<file path="src/design/strict_utf8_stream_decoder_top_macros.svh">
// Assertion macros for the strict UTF-8 stream decoder.
`ifndef STRICT_UTF8_STREAM_DECODER_TOP_MACROS_SVH
`define STRICT_UTF8_STREAM_DECODER_TOP_MACROS_SVH

`ifndef SYNTH
// same-cycle implication, sampled on clk, off during rst
`define SUD_ASSERT_NOW(lbl, ante, cons) \
  lbl: assert property (@(posedge clk) disable iff (rst) (ante) |-> (cons)) \
    else $error("sud assertion failed");
// next-cycle implication
`define SUD_ASSERT_NEXT(lbl, ante, cons) \
  lbl: assert property (@(posedge clk) disable iff (rst) (ante) |=> (cons)) \
    else $error("sud assertion failed");
`else
`define SUD_ASSERT_NOW(lbl, ante, cons)
`define SUD_ASSERT_NEXT(lbl, ante, cons)
`endif

`endif

</file>
<file path="src/design/sud_pkg.sv">
// Shared types and constants for the strict UTF-8 stream decoder.
package sud_pkg;

  localparam int unsigned CpW = 21;

  localparam logic [CpW-1:0] CpMax      = 21'h10FFFF;
  localparam logic [CpW-1:0] SurrLo     = 21'h00D800;
  localparam logic [CpW-1:0] SurrHi     = 21'h00DFFF;
  localparam logic [CpW-1:0] Min2       = 21'h000080;
  localparam logic [CpW-1:0] Min3       = 21'h000800;
  localparam logic [CpW-1:0] Min4       = 21'h010000;

  localparam logic [2:0] Len1 = 3'd1;
  localparam logic [2:0] Len2 = 3'd2;
  localparam logic [2:0] Len3 = 3'd3;
  localparam logic [2:0] Len4 = 3'd4;

  localparam logic StatusOk  = 1'b0;
  localparam logic StatusBad = 1'b1;

  typedef struct packed {
    logic [1:0]     bytes_pending;
    logic [2:0]     seq_length;
    logic [CpW-1:0] partial_value;
    logic           skip_to_end;
  } state_t;

  typedef struct packed {
    logic           emit;
    logic [CpW-1:0] code_point;
    logic [2:0]     seq_bytes;
    logic           status;
    logic           text_done;
  } result_t;

endpackage

</file>
<file path="src/design/sud_in_if.sv">
// Byte channel into the decoder.
interface sud_in_if;
  logic       valid;
  logic       ready;
  logic [7:0] text_byte;
  logic       final_byte;

  modport source (output valid, text_byte, final_byte, input ready);
  modport sink (input valid, text_byte, final_byte, output ready);
endinterface

</file>
<file path="src/design/sud_out_if.sv">
// Code point channel out of the decoder.
interface sud_out_if;
  logic        valid;
  logic        ready;
  logic [20:0] code_point;
  logic [2:0]  seq_bytes;
  logic        status;
  logic        text_done;

  modport source (output valid, code_point, seq_bytes, status, text_done, input ready);
  modport sink (input valid, code_point, seq_bytes, status, text_done, output ready);
endinterface

</file>
<file path="src/design/strict_utf8_stream_decoder_top.sv">
// Top level of the strict UTF-8 stream decoder.
//
// Usage: bytes of a text arrive on the text channel, one item per
// handshake, final_byte high on the last byte of each text. Each complete
// well-formed sequence gives one item on the result channel with the
// code point and its byte length; the first encoding error of a text
// gives one item with status set and text_done high, and the rest of that
// text is dropped without results.
// Latency: a result appears on the cycle after the byte that completes it.
// Throughput: one byte per cycle while no held result blocks the input; the
// decode step is a single pass of logic between the sequence state and the result register.
// Stall: the result register holds while result.ready is low; a new byte
// is taken when that register is empty or is being emptied in the same
// cycle.
// Reset: rst (synchronous) clears the sequence state, the swallow flag
// and the result valid; the block is ready as soon as rst is low.
`include "strict_utf8_stream_decoder_top_macros.svh"

module strict_utf8_stream_decoder_top (
  input  logic       clk,
  input  logic       rst,
  sud_in_if.sink     text,
  sud_out_if.source  result
);

  sud_pkg::state_t  st;
  sud_pkg::state_t  st_next;
  sud_pkg::result_t res;

  logic                    out_valid;
  logic [sud_pkg::CpW-1:0] code_point;
  logic [2:0]              seq_bytes;
  logic                    status;
  logic                    text_done;
  logic                    accept;

  assign text.ready = !rst && (!out_valid || result.ready);
  assign accept     = text.valid && text.ready;

  sud_step u_step (
    .st         (st),
    .text_byte  (text.text_byte),
    .final_byte (text.final_byte),
    .st_next    (st_next),
    .res        (res)
  );

  always_ff @(posedge clk) begin
    if (rst) begin
      st        <= '0;
      out_valid <= 1'b0;
    end else begin
      if (accept) begin
        st        <= st_next;
        out_valid <= res.emit;
      end else if (result.ready) begin
        out_valid <= 1'b0;
      end
    end
  end

  always_ff @(posedge clk) begin
    if (accept && res.emit) begin
      code_point <= res.code_point;
      seq_bytes  <= res.seq_bytes;
      status     <= res.status;
      text_done  <= res.text_done;
    end
  end

  assign result.valid      = out_valid;
  assign result.code_point = code_point;
  assign result.seq_bytes  = seq_bytes;
  assign result.status     = status;
  assign result.text_done  = text_done;

  `SUD_ASSERT_NOW(a_err_fields, out_valid && status, (code_point == '0) && (seq_bytes == 3'd0) && text_done)
  `SUD_ASSERT_NOW(a_ok_len, out_valid && !status, (seq_bytes != 3'd0) && (seq_bytes <= sud_pkg::Len4))
  `SUD_ASSERT_NOW(a_skip_clear, st.skip_to_end, (st.bytes_pending == 2'd0) && (st.partial_value == '0))
  `SUD_ASSERT_NOW(a_pend_len, st.bytes_pending != 2'd0, st.seq_length > {1'b0, st.bytes_pending})
  `SUD_ASSERT_NEXT(a_skip_end, accept && st.skip_to_end && text.final_byte, !st.skip_to_end && !out_valid)

endmodule

</file>
<file path="src/design/sud_step.sv">
// One decode step: next sequence state and optional result for one byte.
module sud_step (
  input  sud_pkg::state_t  st,
  input  logic [7:0]       text_byte,
  input  logic             final_byte,
  output sud_pkg::state_t  st_next,
  output sud_pkg::result_t res
);

  logic [sud_pkg::CpW-1:0] shifted;
  logic [sud_pkg::CpW-1:0] minimum;
  logic [1:0]              pend_dec;
  logic                    bad_value;

  assign shifted  = {st.partial_value[sud_pkg::CpW-7:0], text_byte[5:0]};
  assign pend_dec = st.bytes_pending - 2'd1;

  always_comb begin
    case (st.seq_length)
      sud_pkg::Len2: minimum = sud_pkg::Min2;
      sud_pkg::Len3: minimum = sud_pkg::Min3;
      default:       minimum = sud_pkg::Min4;
    endcase
  end

  assign bad_value = (shifted < minimum) || (shifted > sud_pkg::CpMax) ||
                     ((shifted >= sud_pkg::SurrLo) && (shifted <= sud_pkg::SurrHi));

  always_comb begin
    logic err;
    logic ok;
    err     = 1'b0;
    ok      = 1'b0;
    st_next = st;
    res     = '0;

    if (st.skip_to_end) begin
      if (final_byte) st_next.skip_to_end = 1'b0;
    end else if (st.bytes_pending == 2'd0) begin
      if (text_byte == 8'h00) begin
        err = 1'b1;
      end else if (text_byte < 8'h80) begin
        ok             = 1'b1;
        res.code_point = sud_pkg::CpW'(text_byte);
        res.seq_bytes  = sud_pkg::Len1;
      end else if (text_byte inside {[8'hC2:8'hDF]}) begin
        st_next.bytes_pending = 2'd1;
        st_next.seq_length    = sud_pkg::Len2;
        st_next.partial_value = sud_pkg::CpW'(text_byte[4:0]);
        err                   = final_byte;
      end else if (text_byte inside {[8'hE0:8'hEF]}) begin
        st_next.bytes_pending = 2'd2;
        st_next.seq_length    = sud_pkg::Len3;
        st_next.partial_value = sud_pkg::CpW'(text_byte[3:0]);
        err                   = final_byte;
      end else if (text_byte inside {[8'hF0:8'hF4]}) begin
        st_next.bytes_pending = 2'd3;
        st_next.seq_length    = sud_pkg::Len4;
        st_next.partial_value = sud_pkg::CpW'(text_byte[2:0]);
        err                   = final_byte;
      end else begin
        err = 1'b1;
      end
    end else if (text_byte[7:6] != 2'b10) begin
      err = 1'b1;
    end else if (pend_dec == 2'd0) begin
      if (bad_value) begin
        err = 1'b1;
      end else begin
        ok             = 1'b1;
        res.code_point = shifted;
        res.seq_bytes  = st.seq_length;
      end
    end else begin
      st_next.bytes_pending = pend_dec;
      st_next.partial_value = shifted;
      err                   = final_byte;
    end

    if (err) begin
      st_next             = '0;
      st_next.skip_to_end = !final_byte;
      res                 = '0;
      res.emit            = 1'b1;
      res.status          = sud_pkg::StatusBad;
      res.text_done       = 1'b1;
    end else if (ok) begin
      st_next       = '0;
      res.emit      = 1'b1;
      res.status    = sud_pkg::StatusOk;
      res.text_done = final_byte;
    end
  end

endmodule

</file>
<file path="src/flat_wrapper.sv">
// flat-port wrapper written by rule: the top's interface ports become plain ports
module strict_utf8_stream_decoder_top_flat 
  (clk, rst, text_valid, text_text_byte, text_final_byte, text_ready, result_valid, result_code_point, result_seq_bytes, result_status, result_text_done, result_ready);
  sud_in_if text_i ();
  sud_out_if result_i ();
  input  logic clk;
  input  logic rst;
  input wire logic [$bits(text_i.valid)-1:0] text_valid;
  input wire logic [$bits(text_i.text_byte)-1:0] text_text_byte;
  input wire logic [$bits(text_i.final_byte)-1:0] text_final_byte;
  output wire logic [$bits(text_i.ready)-1:0] text_ready;
  output wire logic [$bits(result_i.valid)-1:0] result_valid;
  output wire logic [$bits(result_i.code_point)-1:0] result_code_point;
  output wire logic [$bits(result_i.seq_bytes)-1:0] result_seq_bytes;
  output wire logic [$bits(result_i.status)-1:0] result_status;
  output wire logic [$bits(result_i.text_done)-1:0] result_text_done;
  input wire logic [$bits(result_i.ready)-1:0] result_ready;
  assign text_i.valid = text_valid;
  assign text_i.text_byte = text_text_byte;
  assign text_i.final_byte = text_final_byte;
  assign text_ready = text_i.ready;
  assign result_valid = result_i.valid;
  assign result_code_point = result_i.code_point;
  assign result_seq_bytes = result_i.seq_bytes;
  assign result_status = result_i.status;
  assign result_text_done = result_i.text_done;
  assign result_i.ready = result_ready;
  strict_utf8_stream_decoder_top u_core (.clk(clk), .rst(rst), .text(text_i), .result(result_i));
endmodule
</file>
<file path="config.mk">
export PLATFORM = sky130hd
export DESIGN_NAME = strict_utf8_stream_decoder_top_flat
export DESIGN_NICKNAME = d
export VERILOG_FILES = /design/src/design/sud_pkg.sv /design/src/design/sud_in_if.sv /design/src/design/sud_out_if.sv /design/src/design/strict_utf8_stream_decoder_top.sv /design/src/design/sud_step.sv /design/src/flat_wrapper.sv
export VERILOG_INCLUDE_DIRS = /design/src /design/src/design
export SDC_FILE = /design/constraint.sdc
export NUM_CORES = 1
export LEC_CHECK = 0
export ABC_AREA = 1
export BUFFER_PORTS_ARGS = -buffer_cell sky130_fd_sc_hd__buf_2
export CORE_ASPECT_RATIO = 1.4
export CORE_UTILIZATION = 35
export CTS_BUF_LIST = sky130_fd_sc_hd__clkbuf_8
export DETAILED_ROUTE_END_ITERATION = 6
export PLACE_DENSITY = 0.5
export RECOVER_POWER = 50
export SLEW_MARGIN = 20
export SYNTH_ARGS = -nofsm -noshare
export SYNTH_HDL_FRONTEND = slang
export SYNTH_SLANG_ARGS = --single-unit
export TNS_END_PERCENT = 10
</file>
<file path="constraint.sdc">
create_clock -name clk -period 7.35 [get_ports clk]
set_input_delay 0 -clock clk [delete_from_list [all_inputs] [get_ports clk]]
set_output_delay 0 -clock clk [all_outputs]
set_load 0.01 [all_outputs]
</file>
# ---- Yosys cells after proc, flatten, opt, wreduce, memory -nomap -nowiden
# Index checks and enable logic that the tools add are counted.
dict set report totals {
  in_bits 13
  reg_bits 48
  elab_cells 100
}
dict set report classes {
  muxes 46
  eq_ne 11
  reduce_logical 22
  n_addsub 1
  magnitude_cmp 11
}
# operator n
set ops {}
lappend ops {{26-bit 2-to-1 mux} 6}
lappend ops {{24-bit 2-to-1 mux} 4}
lappend ops {{21-bit 2-to-1 mux} 3}
lappend ops {{27-bit 2-to-1 mux} 2}
lappend ops {{17-bit case mux with 2 select lines} 1}
lappend ops {{8-bit greater-or-equal comparator, second input constant} 3}
lappend ops {{8-bit <= comparator, second input constant} 3}
lappend ops {{1-bit 2-to-1 mux} 24}
lappend ops {{11-bit 2-to-1 mux} 2}
lappend ops {{21-bit by 16-bit greater-or-equal comparator with 1-bit output, second input constant} 1}
lappend ops {{21-bit > comparator, second input constant} 1}
lappend ops {{21-bit by 16-bit <= comparator with 1-bit output, second input constant} 1}
lappend ops {{21-bit by 17-bit < comparator with 1-bit output} 1}
lappend ops {{4-bit by 2-bit != test with 1-bit output, second input constant} 4}
lappend ops {{8-bit zero test} 1}
lappend ops {{8-bit < comparator, second input constant} 1}
lappend ops {{1-bit logical AND} 7}
lappend ops {{7-bit AND reduction} 1}
lappend ops {{3-bit by 2-bit equality test with 1-bit output, second input constant} 2}
lappend ops {{2-bit 2-to-1 mux} 3}
lappend ops {{3-bit by 1-bit != test with 1-bit output, second input constant} 2}
lappend ops {{6-bit by 1-bit != test with 1-bit output, second input constant} 1}
lappend ops {{6-bit AND reduction} 1}
lappend ops {{5-bit nonzero test} 1}
lappend ops {{10 further kinds} 15}

# ---- Longest topological paths before layout
dict set report logic_depth {
  ltp_word 13
  mapped_depth 15
}

# ---- Hierarchy
# From an unflattened synthesis, not the netlist that was laid out.
dict set report hier_totals {
  hier_cells 455
  hier_area_um2 3378.2
}
# mod seq_area_each_um2 n_inst area_per_inst_um2 cells_each
set by_module_without_submodules {}
lappend by_module_without_submodules {strict_utf8_stream_decoder_top 1341.3 1 1911.8 156}
lappend by_module_without_submodules {sud_step 0.0 1 1466.4 299}

# ---- Worst setup path after synthesis
# Ideal clock, no wire load.
dict set report synth_timing {
  kind {register -> register}
  start {register u_core.st[24] (netlist name)}
  end {register u_core.code_point, in the netlist u_core.result.code_point[0] (enable)}
  n_path_buf 0
  t_required_ps 6940
  t_arrival_ps 2317
  setup_time_ps 410
  path_stages_with_launch 12
  setup_slack_ps 4622
  cell_sequence {dfxtp_1 inv_1 nand3_1 ha_1 nand2_1 nand2_1 nand2_1 nand2_1 nand2_1 nand2_1 o21bai_4 nor2_1}
}
dict set report synth_via {
  elab_chain_len 13
  word_cells_on_any_way 19
}
# element line_no
set synth_rtl {}
lappend synth_rtl {{3-bit by 2-bit equality test with 1-bit output} sud_step.sv:19} ;# case (st.seq_length)
lappend synth_rtl {{17-bit case mux with 2 select lines *} sud_step.sv:19}
lappend synth_rtl {{21-bit by 17-bit < comparator with 1-bit output *} sud_step.sv:26} ;# assign bad_value = (shifted < minimum) || (shifted > sud_pkg::CpMax) ||
lappend synth_rtl {{1-bit logical OR * (2 in series)} sud_step.sv:26}
lappend synth_rtl {{1-bit 2-to-1 mux} sud_step.sv:67} ;# if (bad_value) begin
lappend synth_rtl {{1-bit 2-to-1 mux} sud_step.sv:66} ;# end else if (pend_dec == 2'd0) begin
lappend synth_rtl {{1-bit 2-to-1 mux} sud_step.sv:64} ;# end else if (text_byte[7:6] != 2'b10) begin
lappend synth_rtl {{1-bit 2-to-1 mux} sud_step.sv:39} ;# end else if (st.bytes_pending == 2'd0) begin
lappend synth_rtl {{1-bit 2-to-1 mux} sud_step.sv:37} ;# if (st.skip_to_end) begin
lappend synth_rtl {{1-bit 2-to-1 mux} sud_step.sv:87} ;# end else if (ok) begin
lappend synth_rtl {{1-bit 2-to-1 mux *} sud_step.sv:80} ;# if (err) begin
lappend synth_rtl {{1-bit logical AND *} strict_utf8_stream_decoder_top.sv:63} ;# if (accept && res.emit) begin
lappend synth_rtl {{end signal, assigned} strict_utf8_stream_decoder_top.sv:64} ;# code_point <= res.code_point;
lappend synth_rtl {{end, declared} strict_utf8_stream_decoder_top.sv:31} ;# logic [sud_pkg::CpW-1:0] code_point;
# Mark *: on every way between the ends. The rest lies on a longest branch, timed or not.
# A chain may end at the register's enable or synchronous reset.

# ---- Worst setup path after layout
dict set report layout_timing {
  start {register u_core.st[24] (netlist name)}
  end {register u_core.st[1] (netlist name)}
}
dict set report layout_via {
  elab_chain_len 12
  word_cells_on_any_way 25
}
# element line_no
set layout_rtl {}
lappend layout_rtl {{3-bit by 2-bit equality test with 1-bit output} sud_step.sv:19}
lappend layout_rtl {{17-bit case mux with 2 select lines *} sud_step.sv:19}
lappend layout_rtl {{21-bit by 17-bit < comparator with 1-bit output *} sud_step.sv:26}
lappend layout_rtl {{1-bit logical OR * (2 in series)} sud_step.sv:26}
lappend layout_rtl {{1-bit 2-to-1 mux} sud_step.sv:67}
lappend layout_rtl {{1-bit 2-to-1 mux} sud_step.sv:66}
lappend layout_rtl {{1-bit 2-to-1 mux} sud_step.sv:64}
lappend layout_rtl {{1-bit 2-to-1 mux} sud_step.sv:39}
lappend layout_rtl {{1-bit 2-to-1 mux} sud_step.sv:37}
lappend layout_rtl {{6-bit by 1-bit != test with 1-bit output (no source line), or another cell as far along} --}
lappend layout_rtl {{7-bit AND reduction (no source line) / 27-bit 2-to-1 mux (equally long branches)} --}
# Marked as above.

==> run metrics <==
commonest cells in the netlist=42 x nand2_1, 40 x nor2_1, 38 x inv_1, 26 x edfxtp_1, 22 x dfxtp_1; Total Power=0.5710 mW; Compound-Gate Fraction of Synth Area=0.1132; Rel. slew slack=-0.1215; largest family of logic cells by synthesized area=simple AND/OR/NAND/NOR gates; Max Slew Vio Count=20; most common cell in the netlist=nand2_1; die area=0.006837 sq mm; Netlist cell types=22; Power Dens Cells=217.1 mW/mm^2; Final min period=3361 ps; Post-synth top flop=edfxtp_1; CP Max Fanout=19; Mapped Area=0.002277 sq mm; P&R area growth vs syn=15.49%; Max-cap violations=1; Filler cells=697; Seq/Total Area, Yosys=0.5363; post-detailed-placement half-perimeter wirelength=3.613 mm; R2R cell count=13; Critical Path RT=7590 ps; HP Class=input pin to register; Num CTS Buffers=5; RSZ-0062 raised after global routing=false; syn_nets=275; Starting DRT DRC Count=111; vias in the first global route=1,809; later-pin clock latency in the skew report=300 ps; routed wire length=4.983 mm; Min-Delay Path Depth=3; worst-margin pin slew=1679 ps; Hold EP=u_core.st[6]; ys async rst share=0; Synth warnings=0; Synth Area per Inst=8.758 sq um; adder-cell share of the synthesized area=0.01099; XOR/XNOR Fraction of Synth Area=0; Synth Area in Simple Gates=0.2588; clock skew=8.938 ps; Max Clk Rate=297.6 MHz; Avg WL per Cell=13.18 um; final period utilization=0.4572; post-CTS setup buffer count=0; Root Buffer=clkbuf_8; Max clock buf depth=2; post-route ant nets=0; Initial Util=0.3641; post-synth top area share=0.3429; Synth area leader=edfxtp_1; io pins=41; global-route usage over all layers=0.1586; FF-to-FF End=u_core.st[1]; GR Overflow Total=0; Peak supply drop=0.1301 mV; layout cells sized above 1=0.1471; #FFs+latches synth=48; Startpoint Class=register; Area contributors post-synth=edfxtp_1 34%, dfxtp_1 19%, nand2_1 6.9%, nor2_1 6.6%, inv_1 6.3%; reg-to-reg startpoint=u_core.st[24]; failing checks=max-capacitance violations, max-slew violations; Post-route DRC=0; RePlAce Congestion=0.7639; antenna cell count=0; outcome=complete, but fails checks; Die Y=97.44 um; crit path DAT=3600 ps; site row count=34; setup TNS=0 ps; hold_sp=text_text_byte[5]; clock slew at reported path FFs=90 ps; die span in x=70.17 um; TritonCTS clock tree=yes; Final setup viols=0; DRT Pass-1 Iters=4; Nets=320; EDFF count, synth=26; post-synthesis mux area share=0; crit path capture type=register; Vias per Instance=4.728; Syn Inst Count=260; Max H-tree Level=2; largest net degree at the start of global routing=37; first-pass GRT wire length=8.549 mm; Lkg Pwr=1.033 nW; CP Class=register to register; initial antenna violation count=0; final hold vios=0; Reg2Reg Setup Slack=3990 ps; vias=1,787; clk sink count=48; Buffers on Ports=40; core area=0.006254 sq mm; Resize count post-CTS=0
## where the power goes
group	total, mW	switching [mW]	leakage, nW	internal, mW
clock network	0.187	0.0875	0.0593	0.0997
registers	0.305	0.00792	0.433	0.297
logic	0.0786	0.0547	0.541	0.0239
## through the flow
step / area (sq um) / hold WS (ps) / utilization / setup WS (ps) / instances
2_1_floorplan: 2277 / 142.7 / - / 4622 / 260
3_3_place_gp: 2544 / 267.6 / 0.4068 / 5068 / 366
3_5_place_dp: 2544 / 277.1 / 0.4068 / 5033 / 366
4_1_cts: 2691 / 14.21 / 0.4304 / 4771 / 378
5_1_grt: 2630 / 43.46 / 0.4206 / 3549 / 378
6_report: 2630 / 25.14 / 0.4206 / 3989 / 378
## metal layers
layer | up-vias | routed length [um] | part of all wire | GRT usage
met1 | 805 | 2108 | 0.42 | 0.1905
met2 | 37 | 2627 | 0.53 | 0.2811
met3 | 8 | 156 | 0.031 | 0.02801
met4 | 0 | 91 | 0.018 | 0.05385
li1 | 937 | - | - | -
met5 | - | 0 | 0 | 0
## cells by family (layout without fill, tap and decap cells)
| kind of cell | after synthesis | after routing |
|---|---|---|
| simple gates | 124 | 124 |
| flops | 48 | 48 |
| buf+inv | 46 | 92 |
| compound gates | 40 | 40 |
| fa+ha+maj | 2 | 2 |
## worst max-delay path, stage by stage (launching register included)
cell	delay, ps
dfxtp_1	320
inv_1	90
nand3_1	80
ha_1	180
nor3_1	170
nand2_1	70
nand2_1	50
nand2_1	60
nand2_1	100
nand2_1	60
o21bai_1	1270
nand3_2	130
a21oi_2	170
dlygate4sd3_1	540
## repair_timing
item                       CTS  global route
hold endpoints to repair     7             0
setup endpoints to repair    0             0
hold buffers                 4             0
## registers in the layout (all words and copies together), names as in the netlist
name,cells
u_core.result.valid,1
u_core.result.code_point,21
u_core.result.status,1
u_core.result.seq_bytes,3
u_core.result.text_done,1
u_core.st,21
## cells in the final DEF (no fill, tap or decap), types with 2 or more instances in the layout
cell type / instances
a21oi_1: 16
a21oi_2: 5
buf_2: 12
buf_4: 2
clkbuf_1: 28
clkbuf_8: 5
dfxtp_1: 22
dlygate4sd3_1: 4
edfxtp_1: 26
ha_1: 2
inv_1: 39
nand2_1: 42
nand2_2: 6
nand3_1: 14
nand3_2: 10
nand4_1: 5
nor2_1: 39
nor2_2: 2
nor3_1: 5
o211ai_1: 3
o21ai_0: 14
## final cells by class
type,count,area [sq um],share of cell area
Timing Repair Buffer,46,220.2,0.08373
Multi-Input combinational cell,166,848.3,0.3226
Tap cell,72,90.09,0.03425
Clock buffer,5,68.82,0.02617
Sequential cell,48,1221,0.4643
Inverter,38,142.6,0.05423
Clock inverter,3,38.79,0.01475
## how the worst max path moves through the flow
stage / from / to / slack [ps] / cells after the start
2_1_floorplan: u_core.st[24] / u_core.result.code_point[0] / 4620 / 11
3_3_place_gp: u_core.st[24] / u_core.result.text_done / 5070 / 11
3_5_place_dp: u_core.st[24] / u_core.result.text_done / 5030 / 11
4_1_cts: u_core.st[24] / u_core.st[1] / 4770 / 13
5_1_grt: u_core.st[24] / u_core.st[1] / 3550 / 13
6_report: u_core.st[24] / u_core.st[1] / 3990 / 13
(Power assumes the default switching activity.)
